$ cat src/rtl/hsp_pkg.sv
// ----------------------------------------------------------------------------
// hsp_pkg
// Shared types, constants and helpers for the hall sensor phase feedback unit.
// ----------------------------------------------------------------------------
package hsp_pkg;

	localparam int ANGLE_BITS_DEF   = 16;
	localparam int EXPIRY_TICKS_DEF = 600;
	localparam int VOLTAGE_BITS_DEF = 12;
	localparam int EDGE_STATES      = 12;
	localparam int ANGLE_MAX        = 32;
	localparam int VOLT_MAX         = 16;
	localparam logic [VOLT_MAX-1:0] STALL_RESET = 16'd1024;

	typedef enum logic [4:0] {
		F_A1 = 5'd0,  F_B1 = 5'd1,  F_C1 = 5'd2,  F_A0 = 5'd3,  F_B0 = 5'd4,
		F_C0 = 5'd5,  R_A1 = 5'd6,  R_B1 = 5'd7,  R_C1 = 5'd8,  R_A0 = 5'd9,
		R_B0 = 5'd10, R_C0 = 5'd11, P_A1 = 5'd12, P_B1 = 5'd13, P_C1 = 5'd14,
		P_A0 = 5'd15, P_B0 = 5'd16, P_C0 = 5'd17, DEC_START = 5'd18
	} hall_code_t;

	typedef enum logic [1:0] {
		OP_NONE  = 2'd0,
		OP_EDGE  = 2'd1,
		OP_TICK  = 2'd2,
		OP_CLEAR = 2'd3
	} op_t;

	// spare mode is taken and ignored
	typedef enum logic [1:0] {
		MODE_EDGE    = 2'd0,
		MODE_TICK    = 2'd1,
		MODE_RESTART = 2'd2,
		MODE_SPARE   = 2'd3
	} mode_t;

	typedef enum logic [2:0] {
		REG_PROP  = 3'd0,
		REG_IGAIN = 3'd1,
		REG_DERIV = 3'd2,
		REG_TGAIN = 3'd3,
		REG_STALL = 3'd4,
		REG_SPEED = 3'd5,
		REG_HOLD  = 3'd6
	} reg_idx_t;

	localparam logic [1:0] PIN_NONE = 2'd3;

	// next code per [code][{pin, level}], columns A0 A1 B0 B1 C0 C1
	localparam hall_code_t NEXT_TAB [19][6] = '{
		'{R_A0, F_A1, R_B0, F_B1, F_C0, R_C1},
		'{F_A0, R_A1, R_B0, F_B1, R_C0, F_C1},
		'{R_A0, F_A1, F_B0, R_B1, R_C0, F_C1},
		'{F_A0, R_A1, R_B0, F_B1, R_C0, F_C1},
		'{R_A0, F_A1, F_B0, R_B1, R_C0, F_C1},
		'{R_A0, F_A1, R_B0, F_B1, F_C0, R_C1},
		'{F_A0, R_A1, R_B0, F_B1, F_C0, R_C1},
		'{F_A0, R_A1, F_B0, R_B1, R_C0, F_C1},
		'{R_A0, F_A1, F_B0, R_B1, F_C0, R_C1},
		'{R_A0, F_A1, F_B0, R_B1, F_C0, R_C1},
		'{F_A0, R_A1, R_B0, F_B1, F_C0, R_C1},
		'{F_A0, R_A1, F_B0, R_B1, R_C0, F_C1},
		'{P_A0, P_A0, R_B0, F_B1, F_C0, R_C1},
		'{F_A0, R_A1, P_B0, P_B0, R_C0, F_C1},
		'{R_A0, F_A1, F_B0, R_B1, P_C0, P_C0},
		'{P_A0, P_A0, R_B0, F_B1, R_C0, F_C1},
		'{R_A0, F_A1, P_B0, P_B0, R_C0, F_C1},
		'{R_A0, F_A1, R_B0, F_B1, P_C0, P_C0},
		'{P_A0, P_A1, P_B0, P_B1, P_C0, P_C1}
	};

	typedef struct packed {
		op_t               op;
		hall_code_t        code;
		logic [ANGLE_MAX-1:0] angle;
		logic signed [31:0] vel;
	} q_entry_t;

	typedef struct packed {
		logic signed [31:0] prop;
		logic signed [31:0] igain;
		logic signed [31:0] deriv;
		logic signed [31:0] tgain;
		logic signed [31:0] speed;
		logic [VOLT_MAX-1:0] stall;
		logic [VOLT_MAX-1:0] hold;
	} cfg_t;

	typedef struct packed {
		logic               drive_valid;
		logic [VOLT_MAX-1:0] drive_voltage;
		logic signed [31:0] lead;
		logic signed [31:0] vel;
		logic               limited;
		logic               stalled;
		logic               in_sync;
		hall_code_t         edge_state;
	} res_t;

	function automatic hall_code_t next_code(hall_code_t c, logic [1:0] pin, logic lvl);
		logic [2:0] col;
		col = {pin, lvl};
		if (c <= DEC_START && col <= 3'd5) begin
			return NEXT_TAB[c][col];
		end
		return c;
	endfunction

	function automatic logic signed [31:0] sat32(logic signed [63:0] v);
		if (v > 64'sd2147483647) begin
			return 32'sh7fffffff;
		end
		if (v < -64'sd2147483648) begin
			return 32'sh80000000;
		end
		return v[31:0];
	endfunction

endpackage

$ cat src/rtl/hsp_front.sv
// ----------------------------------------------------------------------------
// hsp_front
// Takes input requests, runs the hall edge decoder and classifies each request.
// ----------------------------------------------------------------------------
module hsp_front #(
	parameter int ANGLE_BITS = hsp_pkg::ANGLE_BITS_DEF
) (
	input  logic                  clk,
	input  logic                  arst_n,
	input  logic                  in_valid,
	output logic                  in_ready,
	input  logic [1:0]            mode,
	input  logic [1:0]            hall_pin,
	input  logic                  pin_level,
	input  logic [ANGLE_BITS-1:0] rotor_angle,
	input  logic signed [31:0]    velocity_in,
	input  logic                  q_full,
	output logic                  q_push,
	output hsp_pkg::q_entry_t     q_data
);
	import hsp_pkg::*;

	hall_code_t dec_q;
	hall_code_t dec_nx;
	logic       is_edge;

	assign in_ready = !q_full;
	assign q_push   = in_valid && in_ready;
	assign is_edge  = (mode == MODE_EDGE) && (hall_pin != PIN_NONE);
	assign dec_nx   = is_edge ? next_code(dec_q, hall_pin, pin_level) : dec_q;

	always_comb begin
		q_data       = '0;
		q_data.code  = dec_nx;
		q_data.angle = ANGLE_MAX'(rotor_angle);
		q_data.vel   = velocity_in;
		if (is_edge) begin
			q_data.op = (dec_nx < hall_code_t'(EDGE_STATES)) ? OP_EDGE : OP_NONE;
		end else if (mode == MODE_TICK) begin
			q_data.op = OP_TICK;
		end else if (mode == MODE_RESTART) begin
			q_data.op = OP_CLEAR;
		end else begin
			q_data.op = OP_NONE;
		end
	end

	always_ff @(posedge clk or negedge arst_n) begin
		if (!arst_n) begin
			dec_q <= DEC_START;
		end else if (q_push) begin
			dec_q <= dec_nx;
		end
	end

endmodule

$ cat config.mk
export PLATFORM = sky130hd
export DESIGN_NAME = hsp_front
export DESIGN_NICKNAME = d
export VERILOG_FILES = /design/src/rtl/hsp_pkg.sv /design/src/rtl/hsp_front.sv
export SDC_FILE = /design/constraint.sdc
export NUM_CORES = 1
export LEC_CHECK = 0
export BUFFER_PORTS_ARGS = -buffer_cell sky130_fd_sc_hd__buf_2
export CORE_MARGIN = 1.5
export CORE_UTILIZATION = 39
export DETAILED_ROUTE_END_ITERATION = 12
export PLACE_DENSITY_LB_ADDON = 0.2
export SYNTH_ARGS = -nofsm -noshare
export SYNTH_HDL_FRONTEND = slang
export SYNTH_SLANG_ARGS = --single-unit
export TNS_END_PERCENT = 100
$ cat constraint.sdc
create_clock -name clk -period 3.1 [get_ports clk]
set_input_delay 0.465 -clock clk [delete_from_list [all_inputs] [get_ports clk]]
set_output_delay 0.465 -clock clk [all_outputs]
set_load 0.01 [all_outputs]
Word-level counts from Yosys, hierarchy flattened

Memories as Yosys holds them, arrays and structs flattened.
Index checks and enable logic that the tools add are counted.

Memory bits (read-only): 960
Logic and storage cells: 30
Input bits: 57
Output and inout port bits: 73
Memories kept: 1
Flip-flop bits (word level): 5

Memory list:

| name             | depth | bits a word | rd ports | clocked after Yosys merged registers in | wr ports | RTL line       | RTL |
|---|---|---|---|---|---|---|---|
| (name not given) | 32    | 30          | 1        | 0                                       | 0        | hsp_pkg.sv:104 | `return NEXT_TAB[c][col];` |

Bitwise operators: 2
Mux-type cells: 13
Equal/unequal tests: 3
Reductions and logical operators: 5
Order comparisons: 5

Operators with widths:

| cell                                                   | number |
|---|---|
| two-way mux 30 bit                                     | 2 |
| two-way mux 5 bit                                      | 5 |
| binary-select mux 5 bit (select 3 bit)                 | 1 |
| >= comparator 6 bit (second input constant)            | 1 |
| two-way mux 2 bit                                      | 3 |
| inverter 5 -> 6 bit                                    | 1 |
| less-or-equal comparator 5 bit (second input constant) | 1 |
| < comparator 5 x 4 -> 1 bit (second input constant)    | 1 |
| >= comparator 4 bit (second input constant)            | 1 |
| inverter 3 -> 4 bit                                    | 1 |
| less-or-equal comparator 3 bit (second input constant) | 1 |
| logical AND 1 bit                                      | 3 |
| equality test 2 x 1 -> 1 bit (second input constant)   | 1 |
| equality test 2 bit (second input constant)            | 1 |
| logical NOT 2 bit                                      | 1 |
| two-way mux 1 bit                                      | 2 |
| != test 2 bit (second input constant)                  | 1 |
| logical NOT 1 bit                                      | 1 |

Logic depth before layout (Yosys ltp)

Depth in word-level cells: 13
Gate-level depth with buffers: 8
Depth with buffers taken out: 8

Least setup slack after synthesis

Ideal clock, no wire load.

Path type: reg2out
Start point: register dec_q[1]
End point: output port q_data[66] (netlist bit)
Data required time: 2.635 ns
Stages on the path, launching flop included: 8
Setup slack: 0.585 ns
Data arrival time: 2.050 ns
Buffers on the path: 0
Path through: dfstp_2 > inv_1 > ha_1 > nor2b_2 > o21a_1 > o31ai_1 > a221o_1 > a21boi_0

RTL lines:

| element                  | RTL line        | RTL |
|---|---|---|
| start: declaration       | hsp_front.sv:23 | `hall_code_t dec_q;` |
| start signal: assignment | hsp_front.sv:52 | `dec_q <= dec_nx;` |
| end: declaration         | hsp_front.sv:19 | `output hsp_pkg::q_entry_t q_data` |

==> metrics.cfg <==
[grt]
antenna_found_initial = 0
grt_use_total = 0.139
grt_max_degree = 21
overflow = 0
grt_pass1_vias = 1004
grt_pass1_wl_um = 4750

[critical_path]
cpPeakStageDelay_ns = 0.59
slowest_stage = dfstp_2
critPathKind = flip-flop to primary output
startpoint_type = flip-flop
worstPathMaxFanout = 8
worstPathRequired_ns = 2.63
arrival_ns = 2.46
path_cells = inv_1, ha_1, a211oi_2, nor3_1, or4_4, nand3_2, mux2_2, buf_2
critical_path_buf_inv_count = 2
crit_family = simple AND/OR/NAND/NOR gates
end_kind = primary output

[sta]
tightest_slew_ns = 0.548
hold_viol_final = 0
drv_slew = 0
rsz0062_at_grt = no
fin_worst_skew_ns = 0.000341
min_period_ns = 2.92
setup_viol = 0
period_share = 0.943
slew_headroom = 0.635
max_freq_ghz = 0.342
fin_setup_tns_ns = 0

[drt]
wirelength_um = 3070
remaining_drc_errors = 0
ant_nets = 0
viasPerCell = 5.18
dr.first_iter.drc_count = 119
avgRoutedWirePerCell_um = 14.2
first_pass_iters = 4
dr_total_vias = 1118

[final_layout]
mostFrequentLayoutCell = buf_2
largest_reg_flops = 5
regMostFlops = dec_q
top_regs = dec_q (5)
diodes = 0
final_core_util = 0.345
fin_nets = 235
area_growth_pct = -15.8
drive_gt1_frac = 0.286
final_cell_mix = buf_2, conb_1, inv_1

[clock_tree]
cts.sinks = 5
insertion_delay_ns = 0.22
cts.clk_slew.worst_paths_ns = 0.03
clock_path_buffers = 2
cts-htree-levels = 1
cts-buffers-inserted = 3
tritoncts = built
clock-root-buffer = clkbuf_8

[synth]
synth_area_leader_cell = buf_4
synth_edf_count = 0
yosys_warnings = 0
avgSynthCellArea_um2 = 7.54
synth_cell_types = 48
synthCells = 200
synth_area_um2 = 1510
ys_seq_area_frac = 0.0846
synthTopCellsByArea = buf_4, ha_1, dfrtp_1, a21oi_1, dfstp_2
ys_async_sr_fraction = 1.00
ys_seq_elements = 5
synthFlopType = dfrtp_1
synth_top_area_frac = 0.323

[power]
leakage_nw = 0.586
p_seq_frac = 0.186
power_frac_comb = 0.707
power.switching_uw = 576
cell_internal_pwr_uw = 534
p_total_mw = 1.11
vdd_drop_max_mv = 0.463
swShare = 0.519
pwr_density_cell_nw_per_um2 = 873
p_clk_frac = 0.107

[floorplan]
io_pins = 130
die_y_um = 65.2
rows = 22
dieArea_um2 = 4250
initial_core_util = 0.409
coreArea_um2 = 3690
die_w_um = 65.2

[run]
maxCapViolCount = 0

[placement]
dp_hpwl_um = 2340
gp_congestion = 0.873
numPortBuffers = 17

[worst_hold_path]
hold_path.class = input port to async pin

[run_status]
status = finished clean

==> metrics by stage <==
stage	std cells	cell area (um^2)	hold slack (ns)	setup slack [ns]
floorplan	215	1570	0.169	0.585
global placement	210	1190	0.282	0.322
detailed placement	210	1190	0.283	0.284
CTS	214	1230	0.0494	0.0409
global route	216	1270	0.0499	0.0132
finish	216	1270	0.0502	0.178
==> final timing paths <==
kind | from | endpoint | slack (ns) | cells after the start
worst max-delay path | dec_q[1]$_DFFE_PN1P_ | q_data[67] | 0.18 | 8
worst min-delay path | arst_n | dec_q[2]$_DFFE_PN0P_ | 0.05 | 1
worst max register to register | dec_q[1]$_DFFE_PN1P_ | dec_q[1]$_DFFE_PN1P_ | 0.90 | 8
worst min register to register | dec_q[4]$_DFFE_PN1P_ | dec_q[4]$_DFFE_PN1P_ | 0.62 | 2
max in group asynchronous | arst_n | dec_q[1]$_DFFE_PN1P_ | 2.84 | 1
min in group clk | dec_q[4]$_DFFE_PN1P_ | dec_q[4]$_DFFE_PN1P_ | 0.62 | 2
==> repair_timing <==
item	4_1_cts	5_1_grt
resized for setup	0	6
setup buffers	0	2
endpoints found under the setup margin	0	4
hold buffers	0	0
==> final cells by class <==
| class | instances | area (um^2) |
|---|---|---|
| fill | 409 | 2420 |
| multi-input combinational | 126 | 882 |
| sequential | 5 | 128 |
| timing repair buffer | 20 | 108 |
| tap | 48 | 60.1 |
| inverter | 13 | 48.8 |
| clock buffer | 4 | 45.0 |
==> synth_stat cells, types with 2 or more instances <==
library cell / n
nand4_1: 2
nor2b_1: 7
ha_1: 9
nor2_1: 9
mux2i_1: 3
buf_4: 65
a31oi_1: 2
inv_1: 12
o31ai_1: 4
dfstp_2: 2
nor2_2: 2
dfrtp_1: 3
o21ai_0: 9
o211ai_1: 2
nand2_1: 10
buf_2: 2
nor3_1: 6
a211oi_2: 3
nand3_1: 6
mux2_2: 3
buf_6: 2
a21oi_1: 11
==> metal layers <==
metal,GRT usage,wire length (um),vias up
met4,0.0755,56,0
met3,0.0240,230,10
met1,0.181,1350,511
met2,0.218,1440,63
li1,-,-,534
met5,0,0,-
==> cell families after synthesis <==
family / Yosys count / share of synthesized area
muxes: 9 / 0.0746
buffers and inverters: 84 / 0.383
adders and majority gates: 9 / 0.0746
and+or+nand+nor: 51 / 0.182
AOI/OAI and AO/OA: 41 / 0.198
other: 1 / 0.00249
DFF: 5 / 0.0846
==> power by group through the flow <==
stage          logic [mW]  clock network (mW)  registers [mW]
5_1_grt             0.858               0.127           0.216
6_report            0.785               0.118           0.207
3_3_place_gp        0.720                   0           0.212
2_1_floorplan       0.704                   0           0.139
4_1_cts             0.720               0.122           0.209
3_5_place_dp        0.718                   0           0.209
==> worst register-to-register path, cell delays in order, from the launching register on <==
cell      delay [ns]
dfstp_2         0.59
inv_1           0.13
ha_4            0.26
nor2b_2         0.20
nor3_2          0.09
o21bai_1        0.17
a31oi_1         0.11
o31ai_1         0.37
mux2_2          0.23
Power figures use the tool's default switching activity.
