===== src/rtl/hsp_pkg.sv =====
// ----------------------------------------------------------------------------
// hsp_pkg
// Shared types, constants and helpers for the hall sensor phase feedback unit.
// ----------------------------------------------------------------------------
package hsp_pkg;

	localparam int ANGLE_BITS_DEF   = 16;
	localparam int EXPIRY_TICKS_DEF = 600;
	localparam int VOLTAGE_BITS_DEF = 12;
	localparam int EDGE_STATES      = 12;
	localparam int ANGLE_MAX        = 32;
	localparam int VOLT_MAX         = 16;
	localparam logic [VOLT_MAX-1:0] STALL_RESET = 16'd1024;

	typedef enum logic [4:0] {
		F_A1 = 5'd0,  F_B1 = 5'd1,  F_C1 = 5'd2,  F_A0 = 5'd3,  F_B0 = 5'd4,
		F_C0 = 5'd5,  R_A1 = 5'd6,  R_B1 = 5'd7,  R_C1 = 5'd8,  R_A0 = 5'd9,
		R_B0 = 5'd10, R_C0 = 5'd11, P_A1 = 5'd12, P_B1 = 5'd13, P_C1 = 5'd14,
		P_A0 = 5'd15, P_B0 = 5'd16, P_C0 = 5'd17, DEC_START = 5'd18
	} hall_code_t;

	typedef enum logic [1:0] {
		OP_NONE  = 2'd0,
		OP_EDGE  = 2'd1,
		OP_TICK  = 2'd2,
		OP_CLEAR = 2'd3
	} op_t;

	// spare mode is taken and ignored
	typedef enum logic [1:0] {
		MODE_EDGE    = 2'd0,
		MODE_TICK    = 2'd1,
		MODE_RESTART = 2'd2,
		MODE_SPARE   = 2'd3
	} mode_t;

	typedef enum logic [2:0] {
		REG_PROP  = 3'd0,
		REG_IGAIN = 3'd1,
		REG_DERIV = 3'd2,
		REG_TGAIN = 3'd3,
		REG_STALL = 3'd4,
		REG_SPEED = 3'd5,
		REG_HOLD  = 3'd6
	} reg_idx_t;

	localparam logic [1:0] PIN_NONE = 2'd3;

	// next code per [code][{pin, level}], columns A0 A1 B0 B1 C0 C1
	localparam hall_code_t NEXT_TAB [19][6] = '{
		'{R_A0, F_A1, R_B0, F_B1, F_C0, R_C1},
		'{F_A0, R_A1, R_B0, F_B1, R_C0, F_C1},
		'{R_A0, F_A1, F_B0, R_B1, R_C0, F_C1},
		'{F_A0, R_A1, R_B0, F_B1, R_C0, F_C1},
		'{R_A0, F_A1, F_B0, R_B1, R_C0, F_C1},
		'{R_A0, F_A1, R_B0, F_B1, F_C0, R_C1},
		'{F_A0, R_A1, R_B0, F_B1, F_C0, R_C1},
		'{F_A0, R_A1, F_B0, R_B1, R_C0, F_C1},
		'{R_A0, F_A1, F_B0, R_B1, F_C0, R_C1},
		'{R_A0, F_A1, F_B0, R_B1, F_C0, R_C1},
		'{F_A0, R_A1, R_B0, F_B1, F_C0, R_C1},
		'{F_A0, R_A1, F_B0, R_B1, R_C0, F_C1},
		'{P_A0, P_A0, R_B0, F_B1, F_C0, R_C1},
		'{F_A0, R_A1, P_B0, P_B0, R_C0, F_C1},
		'{R_A0, F_A1, F_B0, R_B1, P_C0, P_C0},
		'{P_A0, P_A0, R_B0, F_B1, R_C0, F_C1},
		'{R_A0, F_A1, P_B0, P_B0, R_C0, F_C1},
		'{R_A0, F_A1, R_B0, F_B1, P_C0, P_C0},
		'{P_A0, P_A1, P_B0, P_B1, P_C0, P_C1}
	};

	typedef struct packed {
		op_t               op;
		hall_code_t        code;
		logic [ANGLE_MAX-1:0] angle;
		logic signed [31:0] vel;
	} q_entry_t;

	typedef struct packed {
		logic signed [31:0] prop;
		logic signed [31:0] igain;
		logic signed [31:0] deriv;
		logic signed [31:0] tgain;
		logic signed [31:0] speed;
		logic [VOLT_MAX-1:0] stall;
		logic [VOLT_MAX-1:0] hold;
	} cfg_t;

	typedef struct packed {
		logic               drive_valid;
		logic [VOLT_MAX-1:0] drive_voltage;
		logic signed [31:0] lead;
		logic signed [31:0] vel;
		logic               limited;
		logic               stalled;
		logic               in_sync;
		hall_code_t         edge_state;
	} res_t;

	function automatic hall_code_t next_code(hall_code_t c, logic [1:0] pin, logic lvl);
		logic [2:0] col;
		col = {pin, lvl};
		if (c <= DEC_START && col <= 3'd5) begin
			return NEXT_TAB[c][col];
		end
		return c;
	endfunction

	function automatic logic signed [31:0] sat32(logic signed [63:0] v);
		if (v > 64'sd2147483647) begin
			return 32'sh7fffffff;
		end
		if (v < -64'sd2147483648) begin
			return 32'sh80000000;
		end
		return v[31:0];
	endfunction

endpackage


===== src/rtl/hsp_queue.sv =====
// ----------------------------------------------------------------------------
// hsp_queue
// Two-entry queue between the front and back parts.
// ----------------------------------------------------------------------------
module hsp_queue (
	input  logic              clk,
	input  logic              arst_n,
	input  logic              push,
	input  hsp_pkg::q_entry_t wr_data,
	output logic              full,
	input  logic              pop,
	output hsp_pkg::q_entry_t rd_data,
	output logic              empty
);
	import hsp_pkg::*;

	q_entry_t   mem_q [2];
	logic       wr_ptr_q;
	logic       rd_ptr_q;
	logic [1:0] cnt_q;

	assign full    = (cnt_q == 2'd2);
	assign empty   = (cnt_q == 2'd0);
	assign rd_data = mem_q[rd_ptr_q];

	always_ff @(posedge clk) begin
		if (push) begin
			mem_q[wr_ptr_q] <= wr_data;
		end
	end

	always_ff @(posedge clk or negedge arst_n) begin
		if (!arst_n) begin
			wr_ptr_q <= 1'b0;
			rd_ptr_q <= 1'b0;
			cnt_q    <= 2'd0;
		end else begin
			if (push) begin
				wr_ptr_q <= !wr_ptr_q;
			end
			if (pop) begin
				rd_ptr_q <= !rd_ptr_q;
			end
			cnt_q <= cnt_q + 2'(push) - 2'(pop);
		end
	end

endmodule


===== config.mk =====
export PLATFORM = sky130hd
export DESIGN_NAME = hsp_queue
export DESIGN_NICKNAME = d
export VERILOG_FILES = /design/src/rtl/hsp_pkg.sv /design/src/rtl/hsp_queue.sv
export SDC_FILE = /design/constraint.sdc
export NUM_CORES = 1
export LEC_CHECK = 0
export CAP_MARGIN = 20
export CORE_MARGIN = 5
export CORE_UTILIZATION = 55
export CTS_CLUSTER_SIZE = 12
export DETAILED_ROUTE_END_ITERATION = 10
export DONT_BUFFER_PORTS = 1
export GPL_ROUTABILITY_DRIVEN = 1
export HOLD_SLACK_MARGIN = 0.1
export PLACE_DENSITY = 0.75
export SETUP_SLACK_MARGIN = 0.1
export SLEW_MARGIN = 40
export SYNTH_ARGS = -nofsm -noshare
export SYNTH_HDL_FRONTEND = slang
export SYNTH_SLANG_ARGS = --single-unit

===== constraint.sdc =====
create_clock -name clk -period 11.05 [get_ports clk]
set_input_delay 1.6575 -clock clk [delete_from_list [all_inputs] [get_ports clk]]
set_output_delay 1.6575 -clock clk [all_outputs]
set_load 0.01 [all_outputs]

; ---- After elaboration in Yosys (flattened, before gate mapping)
; Memory sizes are Yosys's and may differ from the RTL's.
; Cells that the tools add are included.
[word_totals]
out_inout_bits = 73
ram_bits = 142
regBits = 4
word_cells = 12
n_memories = 1
[classes]
eq_ne = 1
reduce_logical = 3
mux = 2
add_sub_neg = 2
[mem_list]
columns = name, depth, word_bits, read_ports, rd_clocked_by_memory_dff, wr, line_no
row1 = mem_q, 2, 71, 1, 0, 1, hsp_queue.sv:17  ; q_entry_t mem_q [2];
[ops]
columns = op, n
row1 = adder 2 x 1 -> 2 bit, 1
row2 = equality test 2 bit (second input constant), 1
row3 = logical NOT 1 bit, 2
row4 = logical NOT 2 bit, 1
row5 = two-way mux 1 bit, 2
row6 = subtractor 2 x 1 -> 2 bit, 1

; ---- Longest topological paths before layout
; Gate-level depths: netlist of run 1.
[logic_depth]
word_depth = 2
mapped_depth = 5

; ---- Worst setup path after synthesis of run 1
; OpenSTA, ideal clock, no wires.
[synth_timing]
path_type = input to register
start = input push
end = memory mem_q[0][0] in the netlist's numbering (enable)
arrival_ns = 4.771
cell_stages = 1
required_ns = 10.541
setup_slack_ns = 5.770
path_cell_list = nor2b_1
[synth_between]
elab_chain_len = 2
[synth_lines]
columns = item, line_no
row1 = start: declaration, hsp_queue.sv:8  ; input logic push,
row2 = two-way mux 1 bit, hsp_queue.sv:27  ; if (push) begin
row3 = two-way mux 1 bit (implied by the code), hsp_queue.sv:28  ; mem_q[wr_ptr_q] <= wr_data;
row4 = end: declaration, hsp_queue.sv:17
; No other way between the ends.

==> reports/qor.tcl, run 1 <==
set qor(total_leakage_power_nw) 2.32
set qor(die_area_um2) 12400
set qor(total_power_per_unit_cell_area_nw_per_um2) 281
set qor(antenna_found_initial) 0
set qor(drt.antenna.violating_nets) 0
set qor(max_slew.worst_pin.slew_ns) 0.784
set qor(report.power.total_mw) 1.78
set qor(finalSetupViolCount) 0
set qor(firstDrtPassIters) 4
set qor(period_minus_slack_ns) 4.09
set qor(yosys_register_bits) 146
set qor(yosysTopAreaCellShare) 0.752
set qor(max_clock_freq_mhz) 244
set qor(met3_wirelength_um) 951
set qor(cts_setup_buffers) 0
set qor(cts.repair.resized) 0
set qor(worst_setup_hold_path_clk_slew_ns) 0.06
set qor(cts_made_buffers) 17
set qor(fill_cells) 705
set qor(drt-vias-per-instance) 5.42
set qor(synth_async_sr_flop_share) 0.0274
set qor(rsz_0062_raised_after_global_routing) {false}
set qor(place_hpwl_um) 6070
set qor(num_rows) 37
set qor(crit_arrival_ns) 2.44
set qor(synth_enable_flop_cells) 142
set qor(critical_path.startpoint) {rd_ptr_q}
set qor(setup.worst_path.class) {reg -> out}
set qor(cts-hold-fix-buffers) 0
set qor(first_global_vias) 2353
set qor(start_kind) {register}
set qor(synth_cell_count_leaders) {edfxtp_1 (142), mux2_4 (69), buf_12 (7)}
set qor(avgRoutedWirePerCell_um) 22.3
set qor(worst_setup_path_end_kind) {output pin}
set qor(post_synth_instance_area_um2) 5670
set qor(cts_tree) {done}
set qor(placement.cell_area_um2) 5750
set qor(cts.htree.levels) 4
set qor(critical_path.reg2reg.startpoint) {wr_ptr_q}
set qor(drcViolationCount) 0
set qor(crit_required_ns) 9.39
set qor(ios) 148
set qor(wirelength_met1_um) 3130
set qor(n_antenna_cell) 0
set qor(initial_utilization) 0.557
set qor(crit_end) {rd_data[32]}
set qor(final_nets) 328
set qor(critPathSlowestCell) {dfrtp_4}
set qor(port-buffer-count) 0
set qor(drive_above_1_share) 0.397
set qor(pin_count_of_the_biggest_net_entering_global_routing) 45
set qor(critical-path-max-stage-delay_ns) 0.76
set qor(yosysSeqAreaShare) 0.770
set qor(r2r.worst_path.cells) 2
set qor(run_status) {complete, no violations}
set qor(route.met2.wl_um) 4560
set qor(setup-tns-final_ns) 0
set qor(top_layer_used) {met4}
set qor(synth.avg_cell_area_um2) 24.0
set qor(final_area_um2) 6340
set qor(synthToLayoutAreaGrowth_pct) 11.7
set qor(die_width_um) 112
set qor(cts_max_path_buffers) 2
set qor(fin_hold_ws_ns) 0.551
set qor(max-cap-violations) 0
set qor(hold_violations) 0
set qor(global_route_wire_length_before_repair_um) 13500
set qor(irDropWorstVdd_v) 0.000170
set qor(die_h_um) 112
set qor(synthesis.nets) 313
set qor(rrSetupSlack_ns) 9.16
set qor(final_max_slew_viol_count) 0
set qor(netlist-cell-type-count) 13
set qor(wl_um) 8870
set qor(drtIter0Drc) 100
set qor(synthesis.instances) 236
set qor(synth_most_common_cell) {edfxtp_1}
set qor(yosys.area.top_type) {edfxtp_1}
set qor(core_area_um2) 10200
set qor(finClkSkew_ns) 0.00589
set qor(synth.top_cells.by_area) {edfxtp_1 (75%), mux2_4 (18%), buf_12 (2.5%)}
set qor(route.vias.total) 2157
set qor(setup_ws_ns) 6.96
set qor(regToRegEndpoint) {mem_q[0][67]}
set qor(timing.critical_path.fanout_max) 44
set qor(final.period_utilization) 0.370
set qor(root_buffer) {clkbuf_8}
set qor(tightest_hold_check_type) {reg -> reg}
set qor(grt_usage) 0.146
set qor(gp_routability_congestion) 0.690
set qor(yosysWarnings) 0
set qor(worst_skew_pair.late_latency_ns) 0.51
set qor(worst_slew_margin_rel) 0.477
set qor(place_worst_setup_slack_ns) 7.45
set qor(cell_chain_critical_path) {buf_4, mux2_4}
set qor(ys_dominant_reg_cell) {edfxtp_1}
set qor(grt.overflow.total) 0
set qor(clock-sinks) 146
[flip-flops by register name, summed over array words and instances (netlist names)]
signal,flops
mem_q,142
cnt_q,2
rd_ptr_q,1
wr_ptr_q,1
[cells in the final DEF, fill, tap and decap left out]
| master | Yosys | layout |
|---|---|---|
| edfxtp_1 | 142 | 142 |
| mux2_4 | 69 | 69 |
| clkbuf_16 | 0 | 16 |
| bufinv_16 | 0 | 4 |
| clkinv_1 | 0 | 3 |
| dfrtp_1 | 4 | 3 |
| inv_1 | 2 | 2 |
| mux2_2 | 2 | 2 |
| xor2_1 | 2 | 2 |
| ha_1 | 2 | 2 |
| clkinv_2 | 0 | 2 |
| clkinvlp_4 | 0 | 2 |
| buf_4 | 0 | 2 |
| xor3_1 | 1 | 1 |
| nor2b_4 | 0 | 1 |
| nor2_1 | 1 | 1 |
| nor2b_1 | 2 | 1 |
| and2_4 | 0 | 1 |
| clkbuf_8 | 0 | 1 |
| clkbuf_1 | 0 | 1 |
| inv_6 | 0 | 1 |
| buf_12 | 7 | 1 |
| buf_8 | 0 | 1 |
| dfrtp_4 | 0 | 1 |
[layout make-up]
type | instances | area, um^2 | share of cell area
Timing Repair Buffer | 4 | 50.0 | 0.00790
Sequential cell | 146 | 4370 | 0.689
Multi-Input combinational cell | 80 | 1160 | 0.183
Tap cell | 136 | 170 | 0.0269
Inverter | 2 | 7.51 | 0.00118
Clock inverter | 12 | 165 | 0.0261
Clock buffer | 18 | 418 | 0.0660
[report_power, final]
part	internal (mW)	switching (mW)
combinational	0.214	0.214
sequential	0.737	0.0561
clock	0.361	0.198
total	1.31	0.468
[critical path, delay by kind of cell, from the launching register on]
family | cells | cell delay [ns]
muxes | 1 | 0.39
DFF | 1 | 0.76
buffers and inverters | 1 | 0.71
[worst min-delay path by stage]
stage,from,end,cells after the start,slack [ns]
6_report,wr_ptr_q,wr_ptr_q,1,0.55
5_1_grt,wr_ptr_q,wr_ptr_q,1,0.61
2_1_floorplan,wr_ptr_q,wr_ptr_q,1,0.46
3_3_place_gp,wr_ptr_q,wr_ptr_q,1,0.53
3_5_place_dp,wr_ptr_q,wr_ptr_q,1,0.54
4_1_cts,wr_ptr_q,wr_ptr_q,1,0.56
[per-layer routing]
| metal | vias up | GRT usage |
|---|---|---|
| met3 | 19 | 0.0777 |
| met4 | 0 | 0.0860 |
| met2 | 93 | 0.240 |
| met5 | - | 0 |
| li1 | 962 | - |
| met1 | 1083 | 0.148 |
[logic make-up (layout without fill, tap and decap cells)]
| family | after synthesis | after routing | synth area share |
|---|---|---|---|
| DFF | 146 | 146 | 0.770 |
| adders and majority gates | 2 | 2 | 0.00441 |
| buffers and inverters | 10 | 36 | 0.0280 |
| xor gates and xnor gates | 3 | 3 | 0.00728 |
| muxes | 71 | 71 | 0.187 |
| and+or+nand+nor | 4 | 4 | 0.00397 |
[through the flow]
step                instances   util
floorplan                 236      -
global placement          366  0.561
detailed placement        368  0.565
CTS                       398  0.622
global route              398  0.622
finish                    398  0.622
Power figures use the tool's default switching activity.
==> inputs of run 2 (changes only) <==
==> constraint.sdc (replaced) <==
create_clock -name clk -period 3.85 [get_ports clk]
set_input_delay 0.5775 -clock clk [delete_from_list [all_inputs] [get_ports clk]]
set_output_delay 0.5775 -clock clk [all_outputs]
set_load 0.01 [all_outputs]
==> run 2 against run 1 <==
  * Power grew to 2.9 times the previous value
  * Via count up 0.60%
  * Largest cell class unchanged
  * Register-to-register slack lost 6.8 ns
  * Routed wire length up 0.42%
  * Highest routed layer unchanged
==> reports/qor.tcl, run 2 (synthesis gave the netlist of run 1 again) <==
set qor(final.period_utilization) 0.697
set qor(die_area_um2) 12400 ;# unchanged
set qor(clock-sinks) 146 ;# unchanged
set qor(pin_count_of_the_biggest_net_entering_global_routing) 42 ;# was 45
set qor(critical-path-max-stage-delay_ns) 0.82 ;# was 0.76 ns
set qor(drt.antenna.violating_nets) 0 ;# unchanged
set qor(finClkSkew_ns) 0.00602 ;# was 0.00589 ns
set qor(setup-tns-final_ns) 0 ;# unchanged
set qor(max_ffs_per_register) 142 ;# unchanged
set qor(regMostFlops) {mem_q} ;# unchanged
set qor(tightest_hold_check_type) {in -> reg} ;# was reg -> reg
set qor(reg_top3) {mem_q: 142 flops, cnt_q: 2 flops} ;# unchanged
set qor(crit_required_ns) 3.27 ;# was 9.39 ns
set qor(drive_above_1_share) 0.408 ;# was 0.397
set qor(place_hpwl_um) 5950 ;# was 6070 um
set qor(drt-vias-per-instance) 5.41 ;# was 5.42
set qor(wl_um) 8910 ;# was 8870 um
set qor(core_area_um2) 10200 ;# unchanged
set qor(placement.cell_area_um2) 5780 ;# was 5750 um^2
set qor(antenna_found_initial) 0 ;# unchanged
set qor(final_cell_mix) {edfxtp_1 (142), mux2_4 (69), clkbuf_16 (16)} ;# unchanged
set qor(ios) 148 ;# unchanged
set qor(finalSetupViolCount) 0 ;# unchanged
set qor(avgRoutedWirePerCell_um) 22.2 ;# was 22.3 um
set qor(cts-hold-fix-buffers) 1 ;# was 0
set qor(period_minus_slack_ns) 2.69
set qor(port-buffer-count) 0 ;# unchanged
set qor(grt.overflow.total) 0 ;# unchanged
set qor(total_leakage_power_nw) 2.35 ;# was 2.32 nW
set qor(cts.htree.levels) 4 ;# unchanged
set qor(cts_setup_buffers) 0 ;# unchanged
set qor(place_worst_setup_slack_ns) 1.66 ;# was 7.45 ns
set qor(synthToLayoutAreaGrowth_pct) 12.7 ;# was 11.7%
set qor(die_width_um) 112 ;# unchanged
set qor(global_route_wire_length_before_repair_um) 14100 ;# was 13500 um
set qor(rsz_0062_raised_after_global_routing) {false} ;# unchanged
set qor(initial_utilization) 0.557 ;# unchanged
set qor(run_status) {complete, no violations} ;# unchanged
set qor(cts.repair.resized) 0 ;# unchanged
set qor(total_power_per_unit_cell_area_nw_per_um2) 809 ;# was 281 nW/um^2
set qor(max_slew.worst_pin.slew_ns) 0.602 ;# was 0.784 ns
set qor(route.vias.total) 2170 ;# was 2157
set qor(num_rows) 37 ;# unchanged
set qor(firstDrtPassIters) 4 ;# unchanged
set qor(post-route-util) 0.627 ;# was 0.622
set qor(final_max_slew_viol_count) 0 ;# unchanged
set qor(cts_tree) {done} ;# unchanged
set qor(fin_hold_ws_ns) 0.145 ;# was 0.551 ns
set qor(first_global_vias) 2525 ;# was 2353
set qor(grt_usage) 0.153 ;# was 0.146
set qor(cts_max_path_buffers) 2 ;# unchanged
set qor(cts_made_buffers) 17 ;# unchanged
set qor(irDropWorstVdd_v) 0.000399 ;# was 0.000170 V
set qor(drcViolationCount) 0 ;# unchanged
set qor(max_clock_freq_mhz) 372
set qor(setup_ws_ns) 1.16 ;# was 6.96 ns
set qor(crit_arrival_ns) 2.11 ;# was 2.44 ns
set qor(setup.worst_path.class) {reg -> out} ;# unchanged
set qor(final_common_cell) {edfxtp_1} ;# unchanged
set qor(drtIter0Drc) 109 ;# was 100
set qor(worst_setup_hold_path_clk_slew_ns) 0.06 ;# about the same
set qor(die_h_um) 112 ;# unchanged
set qor(timing.critical_path.fanout_max) 41 ;# was 44
set qor(final_area_um2) 6390 ;# was 6340 um^2
set qor(start_kind) {register} ;# unchanged
set qor(gp_routability_congestion) 0.674 ;# was 0.690
set qor(hold_violations) 0 ;# unchanged
set qor(worst_setup_path_end_kind) {output pin} ;# unchanged
set qor(cell_chain_critical_path) {buf_12, mux2_4} ;# was buf_4, mux2_4
set qor(critPathSlowestCell) {dfrtp_4} ;# unchanged
set qor(max-cap-violations) 0 ;# unchanged
set qor(worst_slew_margin_rel) 0.599 ;# was 0.477
set qor(n_antenna_cell) 0 ;# unchanged
set qor(final_nets) 330 ;# was 328
set qor(worst_skew_pair.late_latency_ns) 0.51 ;# about the same
set qor(root_buffer) {clkbuf_8} ;# unchanged
==> run 2: cell count changes in the layout (fill, tap and decap cells not counted), sizes merged <==
| cell | change |
|---|---|
| buf | +1 |
| dlygate4sd3 | +1 |
| inv | +1 |
==> run 2: path summary, 6_finish.rpt <==
kind / start / end / slack [ns] / cells after the start
hold / removal: pop / rd_ptr_q / 0.14 / 1
setup reg to reg: rd_ptr_q / rd_ptr_q / 2.36 / 2
min in group asynchronous: arst_n / cnt_q[1] / 0.35 / 1
setup / recovery: rd_ptr_q / rd_data[66] / 1.16 / 2
max in group asynchronous: arst_n / rd_ptr_q / 3.28 / 1
hold reg to reg: wr_ptr_q / wr_ptr_q / 0.54 / 1
==> run 2: metal layers <==
layer / vias to the layer above / share of wire / GRT usage
met5: - / 0 / 0
met4: 0 / 0.017 / 0.0633
met3: 13 / 0.13 / 0.0951
met2: 101 / 0.52 / 0.252
met1: 1092 / 0.33 / 0.157
li1: 964 / - / -
==> run 2: per-stage QoR <==
step           power, mW  instances
2_1_floorplan       3.49        236
3_3_place_gp        3.55        367
3_5_place_dp        3.60        369
4_1_cts             5.27        401
5_1_grt             5.42        401
6_report            5.17        401
==> run 2: cell type report <==
| cell class | count | area [um^2] |
|---|---|---|
| clock buffer | 18 | 418 |
| clock inverter | 13 | 184 |
| fill | 698 | 3790 |
| inverter | 2 | 7.51 |
| multi-input combinational | 80 | 1160 |
| sequential | 146 | 4370 |
| tap | 136 | 170 |
| timing repair buffer | 6 | 85.1 |
==> run 2: power breakdown <==
group | total (mW) | leakage [nW] | switching, mW | internal, mW
Sequential | 2.29 | 1.38 | 0.177 | 2.11
Combinational | 1.24 | 0.682 | 0.604 | 0.632
Clock | 1.64 | 0.289 | 0.592 | 1.05
==> run 2: worst max-delay path: cells and delay by family (launching register included) <==
kind	cells	cell delay [ns]
buffers and inverters	1	0.35
flip-flops	1	0.82
multiplexers	1	0.36
