[src/rtl/hsp_pkg.sv]
// ----------------------------------------------------------------------------
// hsp_pkg
// Shared types, constants and helpers for the hall sensor phase feedback unit.
// ----------------------------------------------------------------------------
package hsp_pkg;

	localparam int ANGLE_BITS_DEF   = 16;
	localparam int EXPIRY_TICKS_DEF = 600;
	localparam int VOLTAGE_BITS_DEF = 12;
	localparam int EDGE_STATES      = 12;
	localparam int ANGLE_MAX        = 32;
	localparam int VOLT_MAX         = 16;
	localparam logic [VOLT_MAX-1:0] STALL_RESET = 16'd1024;

	typedef enum logic [4:0] {
		F_A1 = 5'd0,  F_B1 = 5'd1,  F_C1 = 5'd2,  F_A0 = 5'd3,  F_B0 = 5'd4,
		F_C0 = 5'd5,  R_A1 = 5'd6,  R_B1 = 5'd7,  R_C1 = 5'd8,  R_A0 = 5'd9,
		R_B0 = 5'd10, R_C0 = 5'd11, P_A1 = 5'd12, P_B1 = 5'd13, P_C1 = 5'd14,
		P_A0 = 5'd15, P_B0 = 5'd16, P_C0 = 5'd17, DEC_START = 5'd18
	} hall_code_t;

	typedef enum logic [1:0] {
		OP_NONE  = 2'd0,
		OP_EDGE  = 2'd1,
		OP_TICK  = 2'd2,
		OP_CLEAR = 2'd3
	} op_t;

	// spare mode is taken and ignored
	typedef enum logic [1:0] {
		MODE_EDGE    = 2'd0,
		MODE_TICK    = 2'd1,
		MODE_RESTART = 2'd2,
		MODE_SPARE   = 2'd3
	} mode_t;

	typedef enum logic [2:0] {
		REG_PROP  = 3'd0,
		REG_IGAIN = 3'd1,
		REG_DERIV = 3'd2,
		REG_TGAIN = 3'd3,
		REG_STALL = 3'd4,
		REG_SPEED = 3'd5,
		REG_HOLD  = 3'd6
	} reg_idx_t;

	localparam logic [1:0] PIN_NONE = 2'd3;

	// next code per [code][{pin, level}], columns A0 A1 B0 B1 C0 C1
	localparam hall_code_t NEXT_TAB [19][6] = '{
		'{R_A0, F_A1, R_B0, F_B1, F_C0, R_C1},
		'{F_A0, R_A1, R_B0, F_B1, R_C0, F_C1},
		'{R_A0, F_A1, F_B0, R_B1, R_C0, F_C1},
		'{F_A0, R_A1, R_B0, F_B1, R_C0, F_C1},
		'{R_A0, F_A1, F_B0, R_B1, R_C0, F_C1},
		'{R_A0, F_A1, R_B0, F_B1, F_C0, R_C1},
		'{F_A0, R_A1, R_B0, F_B1, F_C0, R_C1},
		'{F_A0, R_A1, F_B0, R_B1, R_C0, F_C1},
		'{R_A0, F_A1, F_B0, R_B1, F_C0, R_C1},
		'{R_A0, F_A1, F_B0, R_B1, F_C0, R_C1},
		'{F_A0, R_A1, R_B0, F_B1, F_C0, R_C1},
		'{F_A0, R_A1, F_B0, R_B1, R_C0, F_C1},
		'{P_A0, P_A0, R_B0, F_B1, F_C0, R_C1},
		'{F_A0, R_A1, P_B0, P_B0, R_C0, F_C1},
		'{R_A0, F_A1, F_B0, R_B1, P_C0, P_C0},
		'{P_A0, P_A0, R_B0, F_B1, R_C0, F_C1},
		'{R_A0, F_A1, P_B0, P_B0, R_C0, F_C1},
		'{R_A0, F_A1, R_B0, F_B1, P_C0, P_C0},
		'{P_A0, P_A1, P_B0, P_B1, P_C0, P_C1}
	};

	typedef struct packed {
		op_t               op;
		hall_code_t        code;
		logic [ANGLE_MAX-1:0] angle;
		logic signed [31:0] vel;
	} q_entry_t;

	typedef struct packed {
		logic signed [31:0] prop;
		logic signed [31:0] igain;
		logic signed [31:0] deriv;
		logic signed [31:0] tgain;
		logic signed [31:0] speed;
		logic [VOLT_MAX-1:0] stall;
		logic [VOLT_MAX-1:0] hold;
	} cfg_t;

	typedef struct packed {
		logic               drive_valid;
		logic [VOLT_MAX-1:0] drive_voltage;
		logic signed [31:0] lead;
		logic signed [31:0] vel;
		logic               limited;
		logic               stalled;
		logic               in_sync;
		hall_code_t         edge_state;
	} res_t;

	function automatic hall_code_t next_code(hall_code_t c, logic [1:0] pin, logic lvl);
		logic [2:0] col;
		col = {pin, lvl};
		if (c <= DEC_START && col <= 3'd5) begin
			return NEXT_TAB[c][col];
		end
		return c;
	endfunction

	function automatic logic signed [31:0] sat32(logic signed [63:0] v);
		if (v > 64'sd2147483647) begin
			return 32'sh7fffffff;
		end
		if (v < -64'sd2147483648) begin
			return 32'sh80000000;
		end
		return v[31:0];
	endfunction

endpackage

[src/rtl/hsp_back.sv]
// ----------------------------------------------------------------------------
// hsp_back
// Executes queued requests: angle table, feedback loop, tick drive and stall.
// ----------------------------------------------------------------------------
module hsp_back #(
	parameter int ANGLE_BITS   = hsp_pkg::ANGLE_BITS_DEF,
	parameter int EXPIRY_TICKS = hsp_pkg::EXPIRY_TICKS_DEF,
	parameter int VOLTAGE_BITS = hsp_pkg::VOLTAGE_BITS_DEF
) (
	input  logic              clk,
	input  logic              arst_n,
	input  hsp_pkg::q_entry_t q_data,
	input  logic              q_empty,
	output logic              q_pop,
	input  hsp_pkg::cfg_t     cfg,
	output logic              out_valid,
	input  logic              out_ready,
	output hsp_pkg::res_t     res
);
	import hsp_pkg::*;

	localparam int EXP_W = $clog2(EXPIRY_TICKS + 1);
	localparam logic signed [63:0] QUARTER = 64'sd1 <<< (ANGLE_BITS - 2);

	typedef enum logic [10:0] {
		B_IDLE = 11'b00000000001,
		B_EXEC = 11'b00000000010,
		B_INT  = 11'b00000000100,
		B_TRQ  = 11'b00000001000,
		B_DER  = 11'b00000010000,
		B_PRO  = 11'b00000100000,
		B_IGN  = 11'b00001000000,
		B_LEAD = 11'b00010000000,
		B_TMUL = 11'b00100000000,
		B_TVEL = 11'b01000000000,
		B_FIN  = 11'b10000000000
	} bstate_t;

	bstate_t st_q;
	q_entry_t cur_q;
	logic [ANGLE_BITS-1:0] tab_q [EDGE_STATES];
	logic [EDGE_STATES-1:0] seen_q;
	logic sync_q;
	logic signed [31:0] pe_q, ei_q, lead_q, torque_q;
	logic [EXP_W-1:0] exp_q;
	logic signed [ANGLE_BITS-1:0] chg_q;
	logic signed [33:0] over_q;
	logic signed [63:0] prod_q, acc_q;
	logic r_valid_q, r_lim_q, r_stall_q;
	logic [VOLTAGE_BITS-1:0] r_volt_q;
	logic signed [31:0] r_lead_q, r_vel_q;
	res_t res_q;
	logic out_valid_q;

	logic [3:0] idx;
	logic [ANGLE_BITS-1:0] angle_c;
	logic signed [ANGLE_BITS-1:0] chg_c;
	logic signed [31:0] pe_c;
	logic signed [63:0] prod_sh, lead_sum, lead_cl, trq_abs;
	logic signed [33:0] mul_a;
	logic signed [31:0] mul_b;
	logic [32:0] v_c;
	logic signed [33:0] over_c;
	logic signed [31:0] vel_c;
	logic out_free, fin_go, tick_live, sync_nx;

	assign idx      = cur_q.code[3:0];
	assign angle_c  = cur_q.angle[ANGLE_BITS-1:0];
	// modular difference is the change wrapped into half a turn either way
	assign chg_c    = $signed(angle_c - tab_q[idx]);
	assign pe_c     = sat32(64'(pe_q) + 64'(chg_c));
	assign prod_sh  = prod_q >>> 16;
	assign trq_abs  = prod_sh[63] ? -prod_sh : prod_sh;
	assign lead_sum = acc_q + prod_sh;
	assign v_c      = 33'($unsigned(torque_q)) + 33'(cfg.hold[VOLTAGE_BITS-1:0]);
	assign over_c   = $signed({1'b0, v_c}) - $signed(34'(cfg.stall));
	assign vel_c    = sat32(64'(cur_q.vel) - prod_sh);

	assign out_free  = !out_valid_q || out_ready;
	assign fin_go    = (st_q == B_FIN) && out_free;
	assign tick_live = (cur_q.op == OP_TICK) && (exp_q != '0);
	assign sync_nx   = r_stall_q ? 1'b0 : sync_q;
	assign q_pop     = (st_q == B_IDLE) && !q_empty;
	assign out_valid = out_valid_q;
	assign res       = res_q;

	always_comb begin
		if (lead_sum > QUARTER) begin
			lead_cl = QUARTER;
		end else if (lead_sum < -QUARTER) begin
			lead_cl = -QUARTER;
		end else begin
			lead_cl = lead_sum;
		end
	end

	// one shared multiplier, operands picked by the sequencer step
	always_comb begin
		case (st_q)
			B_TRQ: begin
				mul_a = 34'(ei_q);
				mul_b = cfg.tgain;
			end
			B_DER: begin
				mul_a = 34'(chg_q);
				mul_b = cfg.deriv;
			end
			B_PRO: begin
				mul_a = 34'(pe_q);
				mul_b = cfg.prop;
			end
			B_IGN: begin
				mul_a = 34'(ei_q);
				mul_b = cfg.igain;
			end
			default: begin
				mul_a = over_q;
				mul_b = cfg.speed;
			end
		endcase
	end

	// payload registers
	always_ff @(posedge clk) begin
		prod_q <= 64'(mul_a * mul_b);
		if (q_pop) begin
			cur_q     <= q_data;
			r_valid_q <= 1'b0;
			r_volt_q  <= '0;
			r_lead_q  <= '0;
			r_vel_q   <= '0;
			r_lim_q   <= 1'b0;
			r_stall_q <= 1'b0;
		end
		case (st_q)
			B_EXEC: begin
				if (cur_q.op == OP_EDGE) begin
					if (sync_q) begin
						chg_q <= chg_c;
						if (chg_c != '0) begin
							tab_q[idx] <= angle_c;
						end
					end else if (!seen_q[idx]) begin
						tab_q[idx] <= angle_c;
					end
				end else if (cur_q.op == OP_TICK) begin
					r_vel_q <= cur_q.vel;
					over_q  <= over_c;
					if (exp_q != '0) begin
						r_valid_q <= 1'b1;
						r_lead_q  <= lead_q;
						if (over_c > 34'sd0) begin
							r_volt_q <= cfg.stall[VOLTAGE_BITS-1:0];
							r_lim_q  <= 1'b1;
						end else begin
							r_volt_q <= v_c[VOLTAGE_BITS-1:0];
						end
					end
				end
			end
			B_PRO: acc_q <= prod_sh;
			B_IGN: acc_q <= lead_sum;
			B_TVEL: begin
				if (vel_c <= 32'sd0) begin
					r_vel_q   <= '0;
					r_valid_q <= 1'b0;
					r_stall_q <= 1'b1;
				end else begin
					r_vel_q <= vel_c;
				end
			end
			default: ;
		endcase
		if (fin_go) begin
			res_q.drive_valid   <= r_valid_q;
			res_q.drive_voltage <= VOLT_MAX'(r_volt_q);
			res_q.lead          <= r_lead_q;
			res_q.vel           <= r_vel_q;
			res_q.limited       <= r_lim_q;
			res_q.stalled       <= r_stall_q;
			res_q.in_sync       <= sync_nx;
			res_q.edge_state    <= cur_q.code;
		end
	end

	// control and loop state
	always_ff @(posedge clk or negedge arst_n) begin
		if (!arst_n) begin
			st_q        <= B_IDLE;
			seen_q      <= '0;
			sync_q      <= 1'b0;
			pe_q        <= '0;
			ei_q        <= '0;
			lead_q      <= '0;
			torque_q    <= '0;
			exp_q       <= '0;
			out_valid_q <= 1'b0;
		end else begin
			if (fin_go) begin
				out_valid_q <= 1'b1;
			end else if (out_ready) begin
				out_valid_q <= 1'b0;
			end
			unique case (st_q)
				B_IDLE: begin
					if (q_pop) begin
						st_q <= B_EXEC;
					end
				end
				B_EXEC: begin
					unique case (cur_q.op)
						OP_EDGE: begin
							if (sync_q) begin
								exp_q <= EXP_W'(EXPIRY_TICKS);
								if (chg_c != '0) begin
									pe_q <= pe_c;
									st_q <= B_INT;
								end else begin
									st_q <= B_FIN;
								end
							end else begin
								st_q <= B_FIN;
								if (!seen_q[idx]) begin
									seen_q[idx] <= 1'b1;
									if (&(seen_q | (EDGE_STATES'(1) << idx))) begin
										sync_q <= 1'b1;
									end
								end
							end
						end
						OP_TICK: begin
							if (exp_q != '0 && over_c > 34'sd0) begin
								st_q <= B_TMUL;
							end else begin
								st_q <= B_FIN;
							end
						end
						OP_CLEAR: begin
							sync_q <= 1'b0;
							seen_q <= '0;
							st_q   <= B_FIN;
						end
						OP_NONE: st_q <= B_FIN;
					endcase
				end
				B_INT: begin
					ei_q <= sat32(64'(ei_q) + 64'(pe_q));
					st_q <= B_TRQ;
				end
				B_TRQ: st_q <= B_DER;
				B_DER: begin
					torque_q <= sat32(trq_abs);
					st_q     <= B_PRO;
				end
				B_PRO: st_q <= B_IGN;
				B_IGN: st_q <= B_LEAD;
				B_LEAD: begin
					lead_q <= sat32(lead_cl - 64'(pe_q));
					st_q   <= B_FIN;
				end
				B_TMUL: st_q <= B_TVEL;
				B_TVEL: st_q <= B_FIN;
				B_FIN: begin
					if (out_free) begin
						sync_q <= sync_nx;
						if (tick_live) begin
							exp_q <= r_stall_q ? '0 : exp_q - EXP_W'(1);
						end
						st_q <= B_IDLE;
					end
				end
			endcase
		end
	end

endmodule

[config.mk]
export PLATFORM = sky130hd
export DESIGN_NAME = hsp_back
export DESIGN_NICKNAME = d
export VERILOG_FILES = /design/src/rtl/hsp_pkg.sv /design/src/rtl/hsp_back.sv
export SDC_FILE = /design/constraint.sdc
export NUM_CORES = 2
export LEC_CHECK = 0
export ABC_AREA = 1
export BUFFER_PORTS_ARGS = -buffer_cell sky130_fd_sc_hd__buf_2
export CORE_ASPECT_RATIO = 0.75
export CORE_UTILIZATION = 35
export CTS_CLUSTER_SIZE = 28
export DETAILED_ROUTE_END_ITERATION = 12
export GPL_TIMING_DRIVEN = 0
export PLACE_DENSITY = 0.57
export SYNTH_ARGS = -nofsm -noshare
export SYNTH_HDL_FRONTEND = slang
export SYNTH_SLANG_ARGS = --single-unit
[constraint.sdc]
create_clock -name clk -period 22.3 [get_ports clk]
set_input_delay 6.69 -clock clk [delete_from_list [all_inputs] [get_ports clk]]
set_output_delay 6.69 -clock clk [all_outputs]
set_load 0.005 [all_outputs]
# Word-level counts from Yosys, hierarchy flattened
# Memory sizes are Yosys's and may differ from the RTL's. A register that Yosys moved wholly into a read port is not among the register bits.
# Index checks and enable logic that the tools add are counted.
# totals
ramBits	192
word_cells	231
inputBits	267
regBits	560
out_inout_bits	91
n_memories	1
# mem_list
memory	depth	word_bits	read_ports	rd_clocked_by_memory_dff	write_ports	line	source
tab_q	12	16	1	1	1	hsp_back.sv:41	logic [ANGLE_BITS-1:0] tab_q [EDGE_STATES];
# classes
eq_ne	22
n_mul	1
n_bitwise	4
n_reduce_logical	26
order_cmp	16
add_sub_neg	10
shift	1
muxes	119
# op_table
cell	n
$mux 32	29
$mux 64	3
$gt 64x32->1 const B	2
$lt 64x32->1 const B	2
$pmux 32 s4	1
$pmux 64 s2	1
$pmux 11 s10	1
$pmux 34 s3	1
$mux 12	8
$gt 33x32->1 const B	2
$lt 33x32->1 const B	2
$add 64x48->64	1
$gt 64x16->1 const B	1
$lt 64x15->1 const B	1
$mul 34x32->64	1
$neg 48->64	1
$pmux 32 s2	1
$sub 64x32->64	1
$mux 11	5
$mux 1	54
$mux 10	5
$gt 49x32->1 const B	1
$lt 49x32->1 const B	1
$sub 32x48->49	1
other kinds (50)	73

# Logic depth before layout (Yosys ltp)
# depth
word_depth	12
ltp_mapped	52
depth_no_buf	50

# Worst setup path after synthesis
# OpenSTA, ideal clock, no wires.
# synth_timing
kind	input-to-output
startpoint	input port q_empty
endpoint	output port q_pop
slack_ns	6.319
path_stages	1
arrival_time_ns	9.291
required_time_ns	15.610
path_buffers	0
cell_sequence	nor2_1
# synth_between
elab_chain_len	2
# synth_rtl
item	line	source
start: declaration	hsp_back.sv:13	input logic q_empty,
$logic_not 1->1	hsp_back.sv:83	assign q_pop = (st_q == B_IDLE) && !q_empty;
$logic_and 1x1->1	hsp_back.sv:83	
end: declaration	hsp_back.sv:14	output logic q_pop,
# Every way passes these cells.

# Final worst setup path
# layout_timing
startpoint	input port cfg[83] in the netlist's numbering
endpoint	register prod_q[53]
# layout_between
elab_chain_len	2
# layout_rtl
item	line	source
start: declaration	hsp_back.sv:15	input hsp_pkg::cfg_t cfg,
$pmux 32 s4	hsp_back.sv:99	case (st_q)
$mul 34x32->64	hsp_back.sv:125	prod_q <= 64'(mul_a * mul_b);
end signal: assignment	hsp_back.sv:125	
end: declaration	hsp_back.sv:48	logic signed [63:0] prod_q, acc_q;
# Every way passes these cells.
# A chain may end at the register's enable or synchronous reset.

==> metrics.yaml <==
clock_network:
  cts_root_buf: "clkbuf_16"
  cts.sinks: 740
  holdBufCountCts: 0
  clk_latency_ns: 0.74
  clockBufferDepth: 3
  cts-buffers-inserted: 75
  clk_pin_slew_ns: 0.06
  cts_max_level: 3
  post_cts_buffers: 0
  cts-resized-gates: 0
  cts_tree: "yes"
synth:
  synth-edff-count: 446
  synth_area_sq_um: 92000
  yosysUniqueCellTypes: 71
  postSynthAreaPerCell_sq_um: 7.56
  ys_seq_area_share_pct: 21.8
  syn_inst: 12200
  synthArstFlopShare_pct: 22.0
  yosysWarningCount: 0
  ys_seq_elements: 740
  synth_ff_type: "edfxtp_1"
route:
  route.met3.wl_um: 43900
  wl_per_cell_um: 22.9
  vias: 83800
  routed_wl_um: 370000
  topRoutingLayerUsed: "met5"
  vias_per_cell: 5.18
  met2_length_um: 141000
  drtIter0Drc: 9756
  final_antenna_net_count: 0
  drc: 0
  drtPass1Iterations: 6
  wl_met1_um: 172000
worst_setup_path:
  endpoint: "prod_q[53]$_DFF_P_"
  path_max_fanout: 10
  arrival_ns: 17.23
  cp-startpoint: "cfg[83]"
  startpoint_type: "input pin"
  r2r-start: "st_q[0]$_DFFE_PN1P_"
  worstPathRequired_ns: 22.88
  path_class: "input pin to register"
  path_buf_inv: 11
  r2r-end: "prod_q[53]$_DFF_P_"
  r2r_slack_ns: 8.73
  endpoint_kind: "register"
  crit_path_top_delay_cell: "clkinv_1"
  cp.depth: 35
  crit_family: "adder cells"
  slowest_delay_ns: 0.89
  rr_worst_depth: 38
sta:
  postLayoutSetupSlackWorst_ns: 5.65
  maxSlewViolCount: 45
  finClkSkew_ns: 0.0745
  max_freq_mhz: 60.0
  post-route-min-period_ns: 16.65
  slew-limit-headroom_pct: -6.77
  hold_viol_final: 0
  tns_ns: 0
  rsz0062_at_grt: "no"
  post-route-period-util_pct: 74.7
  tightest_slew_ns: 1.59
  setup_violations: 0
grt:
  grt.total_usage_pct: 27.5
  grt_pass1_wl_um: 537000
  grt_pass1_vias: 78400
  grt_overflow_total: 0
  grt_max_degree: 97
  antenna_found_initial: 21
floorplanning:
  core_area_sq_um: 261000
  die_h_um: 446
  row_count: 162
  num_io_pins: 358
  initial_core_util_pct: 35.3
  die_x_um: 594
  dieArea_sq_um: 265000
final_layout:
  nets: 14500
  fillers: 27500
  area_growth_pct: 10.5
  drive_gt1_share_pct: 6.19
job:
  drv_cap: 7
place:
  place.port_buffers: 333
  place_ws_ns: 5.44
  gp_congestion: 1.03
  place_hpwl_um: 315000
run_status:
  violations: "max-capacitance violations, max-slew violations"
  status: "finished with violations"
worst_hold_path:
  worstHoldPathType: "register to register"
==> worst reg2reg max path, delay by kind of cell (launching register included) <==
| kind | cells | cell delay [ns] |
|---|---|---|
| DFF | 1 | 0.54 |
| adders and majority gates | 9 | 4.31 |
| AOI/OAI and AO/OA | 2 | 1.78 |
| and+or+nand+nor | 14 | 3.28 |
| xor gates and xnor gates | 1 | 0.33 |
| buffers and inverters | 12 | 3.23 |
==> sequential cells by signal (all words and copies together) (netlist names), 12 cells and up, named ones only <==
name	count
angle_c	16
torque_q	32
ei_q	32
tab_q	192
res	85
acc_q	64
pe_q	32
r_lead_q	32
over_q	34
r_volt_q	12
chg_q	16
cur_q	39
lead_q	32
prod_q	48
r_vel_q	32
seen_q	12
==> stage by stage <==
| stage | hold WS, ns | utilization (%) | instance area, sq um | cells |
|---|---|---|---|---|
| global route | 0.404 | 39.0 | 102000 | 16200 |
| global placement | 0.401 | 37.6 | 98000 | 16000 |
| detailed placement | 0.406 | 38.0 | 99000 | 16000 |
| CTS | 0.395 | 39.0 | 102000 | 16100 |
| floorplan | 0.400 | - | 92000 | 12200 |
| finish | 0.398 | 39.0 | 102000 | 16200 |
==> worst min-delay path by stage <==
stage | from | to | slack, ns | depth (start not counted)
finish | r_lead_q[7]$_DFF_P_ | res[47]$_DFFE_PP_ | 0.40 | 0
global route | r_lead_q[7]$_DFF_P_ | res[47]$_DFFE_PP_ | 0.40 | 0
CTS | r_lead_q[7]$_DFF_P_ | res[47]$_DFFE_PP_ | 0.39 | 0
detailed placement | cur_q[68]$_DFFE_PP_ | res[4]$_DFFE_PP_ | 0.41 | 0
global placement | cur_q[68]$_DFFE_PP_ | res[4]$_DFFE_PP_ | 0.40 | 0
floorplan | cur_q[68]$_DFFE_PP_ | res[4]$_DFFE_PP_ | 0.40 | 0
==> cells in the final DEF, fill, tap and decap left out, types with 14 or more instances in the layout <==
master,netlist,final
nand2_1,3178,3177
inv_1,2501,2501
fa_1,1129,1129
nor2_1,1062,1058
a21oi_1,625,617
o21ai_0,531,516
ha_1,469,469
edfxtp_1,446,446
nand3_1,430,430
buf_2,66,399
clkbuf_1,247,255
xor2_1,222,222
dfrtp_1,162,162
nand4_1,132,132
dfxtp_1,131,131
nor3_1,113,113
clkbuf_16,0,76
xnor2_1,74,74
or2_2,42,42
o211ai_1,38,38
mux2i_1,37,37
nor4_1,35,35
a221oi_1,40,34
a31oi_1,35,34
o21a_1,32,32
nand3b_1,31,31
a22o_1,29,29
o21ai_1,24,28
a21o_1,28,28
o21bai_1,27,27
buf_4,13,26
clkinv_1,17,25
buf_8,0,22
inv_2,20,20
buf_1,21,20
nand2_2,20,20
o22ai_1,18,18
diode_2,0,15
nor2_2,13,14
==> per-layer routing <==
layer	global-route usage, %	vias to the layer above
li1	-	38600
met1	42.4	40600
met2	36.8	4082
met3	7.35	436
met4	7.97	4
met5	0	-
==> cell families after synthesis <==
family | after synthesis | share of synthesized area [%]
AND/OR/NAND/NOR | 5096 | 22.5
buffers and inverters | 2896 | 12.1
adder cells (fa/ha/maj) | 1598 | 30.9
AO/OA/AOI/OAI | 1500 | 9.27
flip-flops | 740 | 21.8
XOR/XNOR | 296 | 2.82
multiplexers | 45 | 0.500
other | 1 | 0.00408
==> cells in the mapped netlist (66+ instances only) <==
| cell | number | area share [%] |
|---|---|---|
| nand4_1 | 132 | 0.90 |
| edfxtp_1 | 446 | 15 |
| clkbuf_1 | 247 | 1.0 |
| xnor2_1 | 74 | 0.70 |
| buf_2 | 66 | 0.36 |
| a21oi_1 | 625 | 3.4 |
| xor2_1 | 222 | 2.1 |
| inv_1 | 2501 | 10 |
| nor2_1 | 1062 | 4.3 |
| nand3_1 | 430 | 2.3 |
| dfrtp_1 | 162 | 4.4 |
| nor3_1 | 113 | 0.61 |
| o21ai_0 | 531 | 2.9 |
| ha_1 | 469 | 6.4 |
| dfxtp_1 | 131 | 2.9 |
| fa_1 | 1129 | 25 |
| nand2_1 | 3178 | 13 |
==> final cells by class <==
cell class | instances | area (sq um) | area share, %
inverter | 2538 | 9530 | 9.37
tap | 3444 | 4310 | 4.24
sequential | 740 | 20100 | 19.8
timing repair buffer | 383 | 2450 | 2.41
antenna | 15 | 37.5 | 0.0369
buffer | 358 | 1580 | 1.56
multi-input combinational | 8539 | 61000 | 60.0
clock buffer | 89 | 1970 | 1.94
clock inverter | 50 | 678 | 0.667
Power is left out: the tool's default activity adds up to more than one toggle a clock period on the data nets, which glitch-free logic cannot reach.
